<file path="config.mk">
export PLATFORM = sky130hd
export DESIGN_NAME = base58_encoder_flat
export DESIGN_NICKNAME = d
export VERILOG_FILES = /design/src/design/b58_pkg.sv /design/src/design/b58_if.sv /design/src/design/b58_ram.sv /design/src/design/b58_ctrl.sv /design/src/design/b58_dp.sv /design/src/design/base58_encoder.sv /design/src/flat_wrapper.sv
export SDC_FILE = /design/constraint.sdc
export NUM_CORES = 1
export LEC_CHECK = 0
export BUFFER_PORTS_ARGS = -buffer_cell sky130_fd_sc_hd__buf_2
export CELL_PAD_IN_SITES_DETAIL_PLACEMENT = 0
export CELL_PAD_IN_SITES_GLOBAL_PLACEMENT = 1
export CORE_MARGIN = 2
export CORE_UTILIZATION = 26
export CTS_BUF_LIST = sky130_fd_sc_hd__clkbuf_8
export CTS_CLUSTER_SIZE = 14
export DETAILED_ROUTE_END_ITERATION = 10
export PLACE_DENSITY = 0.57
export SETUP_SLACK_MARGIN = 0.3
export SYNTH_ARGS = -nofsm -noshare
export SYNTH_HDL_FRONTEND = slang
export SYNTH_HIERARCHICAL = 1
export SYNTH_SLANG_ARGS = --single-unit
</file>
<file path="constraint.sdc">
create_clock -name clk_i -period 7.8 [get_ports clk_i]
set_input_delay 0.39 -clock clk_i [delete_from_list [all_inputs] [get_ports clk_i]]
set_output_delay 0.39 -clock clk_i [all_outputs]
set_load 0.02 [all_outputs]
</file>
<file path="src/design/b58_pkg.sv">
// Shared constants, types and helpers for the base58 encoder.
package b58_pkg;

  localparam int MAX_BYTES_DEF = 32;
  localparam int RADIX = 58;
  localparam int RECIP_SHIFT = 16;
  localparam logic [10:0] RECIP58 = 11'd1130;
  localparam logic [7:0] CHAR_ONE = 8'h31;

  localparam logic [7:0] ALPHABET [RADIX] = '{
    "1", "2", "3", "4", "5", "6", "7", "8", "9",
    "A", "B", "C", "D", "E", "F", "G", "H", "J", "K", "L", "M", "N", "P", "Q", "R",
    "S", "T", "U", "V", "W", "X", "Y", "Z",
    "a", "b", "c", "d", "e", "f", "g", "h", "i", "j", "k", "m", "n", "o", "p", "q",
    "r", "s", "t", "u", "v", "w", "x", "y", "z"
  };

  typedef struct packed {
    logic in_ready;
    logic take;
    logic div_begin;
    logic pass_init;
    logic pass_step;
    logic emit_rd;
    logic emit_ld;
  } b58_cmd_t;

  typedef struct packed {
    logic n_left;
    logic pass_end;
    logic more;
    logic out_free;
    logic emit_last;
  } b58_sts_t;

  function automatic logic [7:0] b58_char(input logic [5:0] digit);
    logic [7:0] ch;
    ch = (digit < 6'(RADIX)) ? ALPHABET[digit] : ALPHABET[0];
    return ch;
  endfunction

endpackage

</file>
<file path="src/design/b58_if.sv">
// Request channel interfaces for message bytes in and encoded characters out.
interface b58_in_if;
  logic       valid;
  logic       ready;
  logic [7:0] data_byte;
  logic       last_byte;

  modport source (output valid, output data_byte, output last_byte, input ready);
  modport sink (input valid, input data_byte, input last_byte, output ready);
endinterface

interface b58_out_if;
  logic       valid;
  logic       ready;
  logic [7:0] char_code;
  logic       last_char;
  logic       overflow;

  modport source (output valid, output char_code, output last_char, output overflow,
                  input ready);
  modport sink (input valid, input char_code, input last_char, input overflow,
                output ready);
endinterface

</file>
<file path="src/design/b58_ram.sv">
// Generic single write port, single read port RAM with registered read.
module b58_ram #(
  parameter int WIDTH = 8,
  parameter int DEPTH = 32
) (
  input  logic                                    clk_i,
  input  logic                                    wr_en_i,
  input  logic [((DEPTH > 1) ? $clog2(DEPTH) : 1)-1:0] wr_addr_i,
  input  logic [WIDTH-1:0]                        wr_data_i,
  input  logic                                    rd_en_i,
  input  logic [((DEPTH > 1) ? $clog2(DEPTH) : 1)-1:0] rd_addr_i,
  output logic [WIDTH-1:0]                        rd_data_o
);

  logic [WIDTH-1:0] mem_q [DEPTH];
  logic [WIDTH-1:0] rd_data_q;

  always_ff @(posedge clk_i) begin
    if (wr_en_i) begin
      mem_q[wr_addr_i] <= wr_data_i;
    end
    if (rd_en_i) begin
      rd_data_q <= mem_q[rd_addr_i];
    end
  end

  assign rd_data_o = rd_data_q;

endmodule

</file>
<file path="src/design/b58_ctrl.sv">
// Sequencer for collect, repeated division by 58 and character emission.
module b58_ctrl (
  input  logic               clk_i,
  input  logic               rst_ni,
  input  logic               in_valid_i,
  input  logic               in_last_i,
  input  b58_pkg::b58_sts_t  sts_i,
  output b58_pkg::b58_cmd_t  cmd_o
);
  import b58_pkg::*;

  localparam logic [2:0] S_IDLE  = 3'd0;
  localparam logic [2:0] S_CHECK = 3'd1;
  localparam logic [2:0] S_INIT  = 3'd2;
  localparam logic [2:0] S_RUN   = 3'd3;
  localparam logic [2:0] S_ERD   = 3'd4;
  localparam logic [2:0] S_ELD   = 3'd5;

  logic [2:0] state_q, state_d;

  always_comb begin
    cmd_o   = '0;
    state_d = state_q;
    case (state_q)
      S_IDLE: begin
        cmd_o.in_ready = 1'b1;
        if (in_valid_i) begin
          cmd_o.take = 1'b1;
          if (in_last_i) begin
            state_d = S_CHECK;
          end
        end
      end
      S_CHECK: begin
        cmd_o.div_begin = 1'b1;
        state_d = sts_i.n_left ? S_INIT : S_ERD;
      end
      S_INIT: begin
        cmd_o.pass_init = 1'b1;
        state_d = S_RUN;
      end
      S_RUN: begin
        cmd_o.pass_step = 1'b1;
        if (sts_i.pass_end) begin
          state_d = sts_i.more ? S_INIT : S_ERD;
        end
      end
      S_ERD: begin
        cmd_o.emit_rd = 1'b1;
        state_d = S_ELD;
      end
      S_ELD: begin
        if (sts_i.out_free) begin
          cmd_o.emit_ld = 1'b1;
          state_d = sts_i.emit_last ? S_IDLE : S_ERD;
        end
      end
      default: begin
        state_d = S_IDLE;
      end
    endcase
  end

  always_ff @(posedge clk_i or negedge rst_ni) begin
    if (!rst_ni) begin
      state_q <= S_IDLE;
    end else begin
      state_q <= state_d;
    end
  end

endmodule

</file>
<file path="src/design/b58_dp.sv">
// Byte and digit stores, divide-by-58 step, counters and output register.
module b58_dp #(
  parameter int MAX_BYTES = b58_pkg::MAX_BYTES_DEF
) (
  input  logic               clk_i,
  input  logic               rst_ni,
  input  b58_pkg::b58_cmd_t  cmd_i,
  output b58_pkg::b58_sts_t  sts_o,
  input  logic [7:0]         data_byte_i,
  input  logic               out_ready_i,
  output logic               out_valid_o,
  output logic [7:0]         char_code_o,
  output logic               last_char_o,
  output logic               overflow_o
);
  import b58_pkg::*;

  localparam int MAX_DIGITS = (MAX_BYTES * 138) / 100 + 1;
  localparam int BC_W = $clog2(MAX_BYTES + 1);
  localparam int BA_W = (MAX_BYTES > 1) ? $clog2(MAX_BYTES) : 1;
  localparam int DC_W = $clog2(MAX_DIGITS + 1);
  localparam int DA_W = $clog2(MAX_DIGITS);

  logic [BC_W-1:0] byte_count_q, byte_count_d;
  logic [BC_W-1:0] zpc_q, zpc_d;
  logic [BC_W-1:0] start_q, start_d;
  logic [BC_W-1:0] idx_q, idx_d;
  logic [BC_W-1:0] nstart_q, nstart_d;
  logic [DC_W-1:0] dig_cnt_q, dig_cnt_d;
  logic [5:0]      rem_q, rem_d;
  logic            seen_q, seen_d;
  logic            ovf_q, ovf_d;
  logic            nz_q, nz_d;
  logic            out_valid_q, out_valid_d;
  logic [7:0]      char_q;
  logic            last_q;
  logic            ovf_out_q;

  logic            full;
  logic [BC_W-1:0] idx_inc;
  logic            pass_end;
  logic [7:0]      work_byte;
  logic [13:0]     num;
  logic [24:0]     prod;
  logic [7:0]      quo;
  logic [13:0]     quo58;
  logic [13:0]     rmd_full;
  logic [5:0]      rmd;
  logic [BC_W-1:0] new_start;
  logic            emit_last;
  logic [DC_W-1:0] dig_dec;
  logic [5:0]      dig_rd;
  logic [7:0]      emit_char;

  logic            bram_wr_en;
  logic [BA_W-1:0] bram_wr_addr;
  logic [7:0]      bram_wr_data;
  logic            bram_rd_en;
  logic [BA_W-1:0] bram_rd_addr;
  logic            dram_wr_en;
  logic            dram_rd_en;

  assign full     = (byte_count_q == BC_W'(MAX_BYTES));
  assign idx_inc  = idx_q + 1'b1;
  assign pass_end = (idx_inc == byte_count_q);

  assign num      = {rem_q, work_byte};
  assign prod     = 25'(num) * 25'(RECIP58);
  assign quo      = prod[RECIP_SHIFT +: 8];
  assign quo58    = ({6'b0, quo} << 6) - ({6'b0, quo} << 2) - ({6'b0, quo} << 1);
  assign rmd_full = num - quo58;
  assign rmd      = rmd_full[5:0];

  assign new_start = nz_q ? nstart_q : ((quo != 8'd0) ? idx_q : byte_count_q);

  assign emit_last = (zpc_q != '0) ? ((zpc_q == BC_W'(1)) && (dig_cnt_q == '0))
                                   : (dig_cnt_q == DC_W'(1));
  assign dig_dec   = dig_cnt_q - 1'b1;
  assign emit_char = (zpc_q != '0) ? CHAR_ONE : b58_char(dig_rd);

  assign sts_o.n_left    = (zpc_q < byte_count_q);
  assign sts_o.pass_end  = pass_end;
  assign sts_o.more      = (new_start < byte_count_q);
  assign sts_o.out_free  = !out_valid_q || out_ready_i;
  assign sts_o.emit_last = emit_last;

  assign bram_wr_en   = (cmd_i.take && !full) || cmd_i.pass_step;
  assign bram_wr_addr = cmd_i.pass_step ? idx_q[BA_W-1:0] : byte_count_q[BA_W-1:0];
  assign bram_wr_data = cmd_i.pass_step ? quo : data_byte_i;
  assign bram_rd_en   = cmd_i.pass_init || (cmd_i.pass_step && !pass_end);
  assign bram_rd_addr = cmd_i.pass_init ? start_q[BA_W-1:0] : idx_inc[BA_W-1:0];

  assign dram_wr_en = cmd_i.pass_step && pass_end && (dig_cnt_q < DC_W'(MAX_DIGITS));
  assign dram_rd_en = cmd_i.emit_rd && (zpc_q == '0);

  b58_ram #(
    .WIDTH (8),
    .DEPTH (MAX_BYTES)
  ) u_byte_ram (
    .clk_i     (clk_i),
    .wr_en_i   (bram_wr_en),
    .wr_addr_i (bram_wr_addr),
    .wr_data_i (bram_wr_data),
    .rd_en_i   (bram_rd_en),
    .rd_addr_i (bram_rd_addr),
    .rd_data_o (work_byte)
  );

  b58_ram #(
    .WIDTH (6),
    .DEPTH (MAX_DIGITS)
  ) u_digit_ram (
    .clk_i     (clk_i),
    .wr_en_i   (dram_wr_en),
    .wr_addr_i (dig_cnt_q[DA_W-1:0]),
    .wr_data_i (rmd),
    .rd_en_i   (dram_rd_en),
    .rd_addr_i (dig_dec[DA_W-1:0]),
    .rd_data_o (dig_rd)
  );

  always_comb begin
    byte_count_d = byte_count_q;
    zpc_d        = zpc_q;
    seen_d       = seen_q;
    ovf_d        = ovf_q;
    dig_cnt_d    = dig_cnt_q;
    start_d      = start_q;
    idx_d        = idx_q;
    nstart_d     = nstart_q;
    rem_d        = rem_q;
    nz_d         = nz_q;
    out_valid_d  = out_valid_q;

    if (cmd_i.take) begin
      if (!full) begin
        byte_count_d = byte_count_q + 1'b1;
        if (!seen_q) begin
          if (data_byte_i == 8'd0) begin
            zpc_d = zpc_q + 1'b1;
          end else begin
            seen_d = 1'b1;
          end
        end
      end else begin
        ovf_d = 1'b1;
      end
    end

    if (cmd_i.div_begin) begin
      start_d = zpc_q;
    end

    if (cmd_i.pass_init) begin
      idx_d    = start_q;
      rem_d    = '0;
      nz_d     = 1'b0;
      nstart_d = byte_count_q;
    end

    if (cmd_i.pass_step) begin
      rem_d = rmd;
      idx_d = idx_inc;
      if (!nz_q && (quo != 8'd0)) begin
        nz_d     = 1'b1;
        nstart_d = idx_q;
      end
      if (pass_end) begin
        start_d = new_start;
        if (dig_cnt_q < DC_W'(MAX_DIGITS)) begin
          dig_cnt_d = dig_cnt_q + 1'b1;
        end
      end
    end

    if (out_valid_q && out_ready_i) begin
      out_valid_d = 1'b0;
    end

    if (cmd_i.emit_ld) begin
      out_valid_d = 1'b1;
      if (zpc_q != '0) begin
        zpc_d = zpc_q - 1'b1;
      end else begin
        dig_cnt_d = dig_dec;
      end
      if (emit_last) begin
        byte_count_d = '0;
        zpc_d        = '0;
        seen_d       = 1'b0;
        ovf_d        = 1'b0;
        dig_cnt_d    = '0;
      end
    end
  end

  always_ff @(posedge clk_i or negedge rst_ni) begin
    if (!rst_ni) begin
      byte_count_q <= '0;
      zpc_q        <= '0;
      seen_q       <= 1'b0;
      ovf_q        <= 1'b0;
      dig_cnt_q    <= '0;
      nz_q         <= 1'b0;
      out_valid_q  <= 1'b0;
    end else begin
      byte_count_q <= byte_count_d;
      zpc_q        <= zpc_d;
      seen_q       <= seen_d;
      ovf_q        <= ovf_d;
      dig_cnt_q    <= dig_cnt_d;
      nz_q         <= nz_d;
      out_valid_q  <= out_valid_d;
    end
  end

  always_ff @(posedge clk_i) begin
    start_q  <= start_d;
    idx_q    <= idx_d;
    nstart_q <= nstart_d;
    rem_q    <= rem_d;
    if (cmd_i.emit_ld) begin
      char_q    <= emit_char;
      last_q    <= emit_last;
      ovf_out_q <= ovf_q;
    end
  end

  assign out_valid_o = out_valid_q;
  assign char_code_o = char_q;
  assign last_char_o = last_q;
  assign overflow_o  = ovf_out_q;

  a_count_bound: assert property (@(posedge clk_i) disable iff (!rst_ni)
    byte_count_q <= BC_W'(MAX_BYTES))
    else $error("byte count beyond capacity");

  a_prefix_bound: assert property (@(posedge clk_i) disable iff (!rst_ni)
    zpc_q <= byte_count_q)
    else $error("zero prefix longer than message");

  a_step_in_range: assert property (@(posedge clk_i) disable iff (!rst_ni)
    cmd_i.pass_step |-> (idx_q < byte_count_q))
    else $error("division step outside stored bytes");

  a_clear_after_text: assert property (@(posedge clk_i) disable iff (!rst_ni)
    (cmd_i.emit_ld && emit_last) |=> (byte_count_q == '0) && (dig_cnt_q == '0) && !ovf_q)
    else $error("message state not cleared after final character");

endmodule

</file>
<file path="src/design/base58_encoder.sv">
// Base58 encoder top level: byte message in, base58 character text out.
// Bytes arrive one per request, most significant first, and are taken one per cycle
// while the encoder is idle; up to MAX_BYTES are stored and later ones are dropped
// with the overflow flag set on the whole text. After the byte marked last, the number
// is divided by 58 again and again in a single byte-wide divide unit that walks the
// byte store, one stored byte per cycle with a setup state before each pass, starting
// each pass at the first nonzero quotient byte. Characters then leave one at a time,
// each read from the digit store and loaded into the output register once it is free,
// leading zero bytes as '1'; the next message may start as soon as the final
// character sits in that register.
module base58_encoder #(
  parameter int MAX_BYTES = b58_pkg::MAX_BYTES_DEF
) (
  input logic      clk_i,
  input logic      rst_ni,
  b58_in_if.sink   in_i,
  b58_out_if.source out_o
);
  import b58_pkg::*;

  b58_cmd_t cmd;
  b58_sts_t sts;

  b58_ctrl u_ctrl (
    .clk_i      (clk_i),
    .rst_ni     (rst_ni),
    .in_valid_i (in_i.valid),
    .in_last_i  (in_i.last_byte),
    .sts_i      (sts),
    .cmd_o      (cmd)
  );

  b58_dp #(
    .MAX_BYTES (MAX_BYTES)
  ) u_dp (
    .clk_i       (clk_i),
    .rst_ni      (rst_ni),
    .cmd_i       (cmd),
    .sts_o       (sts),
    .data_byte_i (in_i.data_byte),
    .out_ready_i (out_o.ready),
    .out_valid_o (out_o.valid),
    .char_code_o (out_o.char_code),
    .last_char_o (out_o.last_char),
    .overflow_o  (out_o.overflow)
  );

  assign in_i.ready = cmd.in_ready;

endmodule
</file>
<file path="src/flat_wrapper.sv">
// flat-port wrapper written by rule: the top's interface ports become plain ports
module base58_encoder_flat import b58_pkg::*;
#(
  parameter int MAX_BYTES = b58_pkg::MAX_BYTES_DEF
)
  (clk_i, rst_ni, in_i_valid, in_i_data_byte, in_i_last_byte, in_i_ready, out_o_valid, out_o_char_code, out_o_last_char, out_o_overflow, out_o_ready);
  b58_in_if in_i_i ();
  b58_out_if out_o_i ();
  input logic clk_i;
  input logic rst_ni;
  input wire logic [$bits(in_i_i.valid)-1:0] in_i_valid;
  input wire logic [$bits(in_i_i.data_byte)-1:0] in_i_data_byte;
  input wire logic [$bits(in_i_i.last_byte)-1:0] in_i_last_byte;
  output wire logic [$bits(in_i_i.ready)-1:0] in_i_ready;
  output wire logic [$bits(out_o_i.valid)-1:0] out_o_valid;
  output wire logic [$bits(out_o_i.char_code)-1:0] out_o_char_code;
  output wire logic [$bits(out_o_i.last_char)-1:0] out_o_last_char;
  output wire logic [$bits(out_o_i.overflow)-1:0] out_o_overflow;
  input wire logic [$bits(out_o_i.ready)-1:0] out_o_ready;
  assign in_i_i.valid = in_i_valid;
  assign in_i_i.data_byte = in_i_data_byte;
  assign in_i_i.last_byte = in_i_last_byte;
  assign in_i_ready = in_i_i.ready;
  assign out_o_valid = out_o_i.valid;
  assign out_o_char_code = out_o_i.char_code;
  assign out_o_last_char = out_o_i.last_char;
  assign out_o_overflow = out_o_i.overflow;
  assign out_o_i.ready = out_o_ready;
  base58_encoder #(.MAX_BYTES(MAX_BYTES)) u_core (.clk_i(clk_i), .rst_ni(rst_ni), .in_i(in_i_i), .out_o(out_o_i));
endmodule
</file>
======== Word-level counts from Yosys, hierarchy flattened ========
Memory sizes are Yosys's and may differ from the RTL's. A register that Yosys moved wholly into a read port is not among the register bits.
Cells that the tools add are included.
storage, ports and cells
  register bits ........................... 51
  RAM bits ................................ 526
  memory bits (read-only) ................. 512
  bits of input ports ..................... 13
  memories ................................ 3
memory list
  memory                         depth  width  rd ports  clocked after Yosys merged registers in  wr ports  RTL line       source
  (no name shown)                64     8      1         1                                        0         b58_pkg.sv:38  ch = (digit < 6'(RADIX)) ? ALPHABET[digit] : ALPHABET[0];
  u_core.u_dp.u_digit_ram.mem_q  45     6      1         1                                        1         b58_ram.sv:15  logic [WIDTH-1:0] mem_q [DEPTH];
  u_core.u_dp.u_byte_ram.mem_q   32     8      1         1                                        1         b58_ram.sv:15
operators by class
  add/sub/neg operators ................... 9
  $mul .................................... 1
  magnitude comparators ................... 4
  eq/ne operators ......................... 13
  mux-type cells .......................... 68
  bitwise logic cells ..................... 2
  reductions and logical operators ........ 25
operator list
  kind                      count
  $mux W6                   29
  $mux W1                   27
  $add A6 B1 Y6 const B     4
  $mul A14 B10 Y23 const B  1
  $mux W3                   7
  $pmux W3 S6               1
  $eq A6 B1 Y1 const B      2
  $logic_not A6 Y1          2
  $lt A6 B6 Y1              2
  $lt A6 B6 Y1 const B      2
  $sub A6 B1 Y6 const B     2
  $sub A6 B6 Y6             2
  $mux W5                   2
  $logic_and A1 B1 Y1       8
  $logic_not A8 Y1          1
  $mux W8                   1
  $reduce_bool A8 Y1        1
  $not A6 Y7                1
  $eq A3 B2 Y1 const B      2
  $eq A3 B3 Y1 const B      2
  $eq A6 B6 Y1              1
  $eq A6 B6 Y1 const B      1
  $ne A2 B2 Y1 const B      3
  $reduce_bool A6 Y1        1
  11 further kinds          17

======== Depth between registers and ports, before layout ========
  depth in word-level cells ............... 8
  gate-level depth with buffers ........... 28

======== Modules after synthesis ========
Netlist, hierarchy kept.
modules (own cells, without submodules)
  module                              times used  cells an instance  area an instance (um2)  sequential area each (um2)
  b58_ram at u_core.u_dp.u_digit_ram  1           587                11049.3                 8287.9
  b58_ram at u_core.u_dp.u_byte_ram   1           417                10133.5                 7927.6
  b58_dp                              1           741                6701.4                  1421.4
  b58_ctrl                            1           29                 261.5                   75.1

======== Worst setup path before layout ========
No wires, ideal clock.
  path type ............................... reg2reg
  start point ............................. register u_core.u_dp.u_byte_ram.rd_data_q[0], in the netlist u_core/u_dp/u_byte_ram/rd_data_o[0] (read register of u_core.u_dp.u_byte_ram.mem_q)
  end point ............................... memory u_core.u_dp.u_digit_ram.mem_q[0][5], data pin
  library setup time ...................... 0.465 ns
  arrival time ............................ 7.279 ns
  data required time ...................... 7.335 ns
  slack ................................... 0.056 ns
  cell stages (with the launch flop) ...... 24
  path through ............................ edfxtp_1 > ha_1 > inv_1 > fa_1 > inv_1 > fa_1 > inv_1 > fa_1 > inv_1 > ha_1 > nand3_2 > a211oi_2 > or2_1 > o41ai_1 > a2111oi_1 > inv_1 > fa_1 > inv_1 > ha_1 > a21o_1 > a21oi_1 > xnor2_1 > xnor2_1 > xnor2_1
on the way
  word-level cells in the longest chain between the ends .. 4
ends and longest elaborated chain
  what                               RTL line       source
  from (decl)                        b58_ram.sv:16  logic [WIDTH-1:0] rd_data_q;
  $mul A14 B10 Y23                   b58_dp.sv:68   assign prod = 25'(num) * 25'(RECIP58);
  $sub A1 B6 Y6                      b58_dp.sv:70   assign quo58 = ({6'b0, quo} << 6) - ({6'b0, quo} << 2) - ({6'b0, quo} << 1);
  $sub A6 B6 Y6                      b58_dp.sv:70
  $sub A6 B6 Y6 *                    b58_dp.sv:71   assign rmd_full = num - quo58;
  named net u_core.u_dp.rmd_full[5]  b58_dp.sv:47   logic [13:0] rmd_full;
  to (decl)                          b58_ram.sv:15
Mark *: on every way through the listed nets, which the timed path passes. The rest lies on a longest branch.

======== Final worst setup path ========
  start point ............................. register u_core.u_dp.u_byte_ram.rd_data_q[5], in the netlist u_core/u_dp/u_byte_ram/rd_data_o[5] (read register of u_core.u_dp.u_byte_ram.mem_q)
  end point ............................... memory u_core.u_dp.u_digit_ram.mem_q[82][5], in the netlist u_core/u_dp/u_digit_ram/mem_q[41][5], data pin
on the way
  word-level cells in the longest chain between the ends .. 4
ends and longest elaborated chain
  what              RTL line
  $mul A14 B10 Y23  b58_dp.sv:68
  $sub A1 B6 Y6     b58_dp.sv:70
  $sub A6 B6 Y6     b58_dp.sv:70
  $sub A6 B6 Y6 *   b58_dp.sv:71
Mark *: on every way between the ends. The rest lies on a longest branch, timed or not.

==> metrics.txt <==
Yosys cell types 91; Syn Nets 1,925; min-delay worst type input pin to flop; pin count of the biggest net entering global routing 69; Via Count 15,500; CTS Buf Count a little under 100; Core ar. 0.107 mm^2; # rows 120; Via density 4.65; GR met3 Demand/Resource 0.0211; Mapped Avg Cell Area 15.9 um^2; io pins 25; GRT busiest layer met2; Worst setup SP type flop; first-pass GRT wire length between 100 and 150 mm; Layout Skew about 0.032 ns; vias in the first global route ~16,000; Area after DPL about 0.030 mm^2; Syn Inst Count 1,774; # diodes 0; worst r2r src u_core/u_dp/u_byte_ram/rd_data_o[5]$_DFFE_PP_; Worst Max-Slew Pin Slew approximately 1.3 ns; Die W 333 um; slew margin rel. 0.145; clock-pin transition on the worst setup and hold timing paths approximately 0.06 ns; Antenna Nets Post-Route 0; CP Launch Point u_core/u_dp/u_byte_ram/rd_data_o[5]$_DFFE_PP_; port buffer count 23; WP data arrival 7.56 ns; fin. max-slew vios 0; Hold Startpoint in_i_valid; Final Setup Violations 0; footprint of the multi-input gates 0.00975 mm^2; initial antenna violation count 0; period utilization 0.910; met2 Use GR 0.198; register bit total from synthesis 598; clk root buf clkbuf_8; total wire length about 66 mm; setup TNS 0 ns; Residual DRC 0; Max Freq roughly 0.14 GHz; Post-Syn Area between 0.02 and 0.03 mm^2; WP data required 8.26 ns; maximum clock insertion buffer count 3; Clock Sinks between 500 and 600; critical path type flop to flop; Final Hold Fails 0; Starting Density 0.263; layout cells sized above 1 0.189; DP HPWL 43.2 mm; Post-synth EDFFs approximately 560; ys flop type edfxtp_1; area grow syn2layout 12.9%; post-layout min period 7.10 ns; register area roughly 0.018 mm^2; Final Wtd Congestion between 0.7 and 0.8; ys async rst share 0.0418; H-tree depth 3; Layout Nets about 2,000; worst skew pair latency 0.72 ns; Starting DRT DRC Count 1,222; Yosys warnings 6; final instance area roughly 0.032 mm^2; CTS tree done; status finished clean; grt ovf 0; per-cell routed wire length around 20 um; detailed-router iteration count before antenna repair 6; sequential fraction of the synthesis area 0.629; CP Capture Type flop; Hold Worst Slack about 0.12 ns; GR Util All Layers 0.120; met1 usage 0.159; Fill cells about 11,000; Critical Path Fanout Max 12; RSZ-0062 raised after global routing no; die area around 0.11 mm^2; Max-Cap Viols 0; Die Ht about 330 um
repair_timing:
action,4_1_cts,5_1_grt
gates resized for setup,2,3
pin swaps,1,3
hold buffers,2,0
cloned,1,2
buffers inserted,0,8
endpoints found under the setup margin,46,48
hold endpoints to repair,26,0
kinds of logic (layout without fill, tap and decap cells):
| kind of cell | Yosys count | after routing | share of synthesized area |
|---|---|---|---|
| flip-flops | 598 | 598 | 0.629 |
| XOR/XNOR | 33 | 36 | 0.0112 |
| buffers and inverters | 182 | 329 | 0.0306 |
| other | 1 | 1 | 0.000133 |
| AO/OA/AOI/OAI | 238 | 238 | 0.0633 |
| multiplexers | 245 | 245 | 0.137 |
| adder cells (fa/ha/maj) | 138 | 138 | 0.0696 |
| AND/OR/NAND/NOR | 339 | 339 | 0.0590 |
critical path, stage by stage, from the launching register on:
cell and delay [ns]:
edfxtp_1 0.43, ha_1 0.32, ha_1 0.27, inv_1 0.05
fa_1 0.54, inv_1 0.06, fa_1 0.53, inv_1 0.05
fa_1 0.49, inv_1 0.04, ha_1 0.31, nand3_2 0.14
o22ai_1 0.14, or2_1 0.29, and3_1 0.17, a2111oi_1 0.47
buf_4 0.21, inv_1 0.07, fa_1 0.54, inv_1 0.06
ha_1 0.28, a21o_1 0.18, a21oi_1 0.19, xnor2_1 0.26
xnor2_4 0.21, buf_4 0.22, xnor2_4 0.35
state kept, by name (all words and copies together) (netlist names), 7 cells and up:
name / count
u_core/u_dp/u_byte_ram/rd_data_o: 8
u_core/u_dp/u_byte_ram/mem_q: 256
u_core/u_dp/char_code_o: 7
u_core/u_dp/u_digit_ram/mem_q: 270
cells in the mapped netlist (27+ instances only):
library cell	instances	area share
edfxtp_1	561	0.60
nor2_1	126	0.017
mux2i_1	109	0.039
ha_1	107	0.048
mux4_2	99	0.079
inv_1	95	0.013
nand2_1	60	0.0080
a21oi_1	52	0.0092
o21ai_0	39	0.0069
clkbuf_1	36	0.0048
fa_1	31	0.022
nand3_1	27	0.0048
layout make-up:
cell class	count	share of cell area
clock buffers	100	0.0433
clock inverters	74	0.0135
inverters	96	0.0115
multi-input cells	997	0.307
flip-flops and latches	598	0.557
well taps	1403	0.0552
repair buffers	59	0.0127
through the flow:
step                 util  setup slack, ns  cells
floorplan               -            0.419   1774
global placement    0.278            0.378   3140
detailed placement  0.278            0.197   3140
CTS                 0.295            0.338   3317
global route        0.297            0.358   3327
finish              0.297            0.699   3327
worst paths after layout:
check	end	slack, ns	depth (start not counted)
setup / recovery	u_core/u_dp/u_digit_ram/mem_q[41][5]$_DFFE_PP_	0.70	26
hold / removal	u_core/u_ctrl/state_q[2]$_DFFE_PN0P_	0.12	3
setup reg to reg	u_core/u_dp/u_digit_ram/mem_q[41][5]$_DFFE_PP_	0.70	26
hold reg to reg	u_core/u_dp/overflow_o$_DFFE_PP_	0.48	0
max in group asynchronous	u_core/u_dp/nz_q$_DFF_PN0_	7.08	2
min in group asynchronous	u_core/u_dp/dig_cnt_q[0]$_DFF_PN0_	0.26	2
routing by layer:
metal  vias up  wire (um)  share of wire
li1       7070          -              -
met1      7971      29800           0.45
met2       322      32200           0.49
met3       115       2800          0.042
met4         0       1650          0.025
met5         -          0              0
layout by cell type (no fill, tap or decap), drive strengths merged, types with 7 or more instances in the layout:
cell type	count
mux2	31
o21ai	41
a21oi	55
ha	107
xnor2	26
xor2	8
nand2b	16
clkinv	24
fa	31
o22ai	10
buf	57
o41ai	7
a22oi	25
nand3	28
dfrtp	25
nand3b	9
or3	8
edfxtp	561
clkbuf	100
a22o	12
nor3	26
nor2b	13
a31oi	19
dfxtp	12
a221oi	13
nand2	60
a21o	8
mux2i	109
a211oi	7
and2	14
mux4	105
inv	142
nor2	126
Power is left out: the tool's default activity adds up to more than one toggle a clock period on the data nets, which glitch-free logic cannot reach.
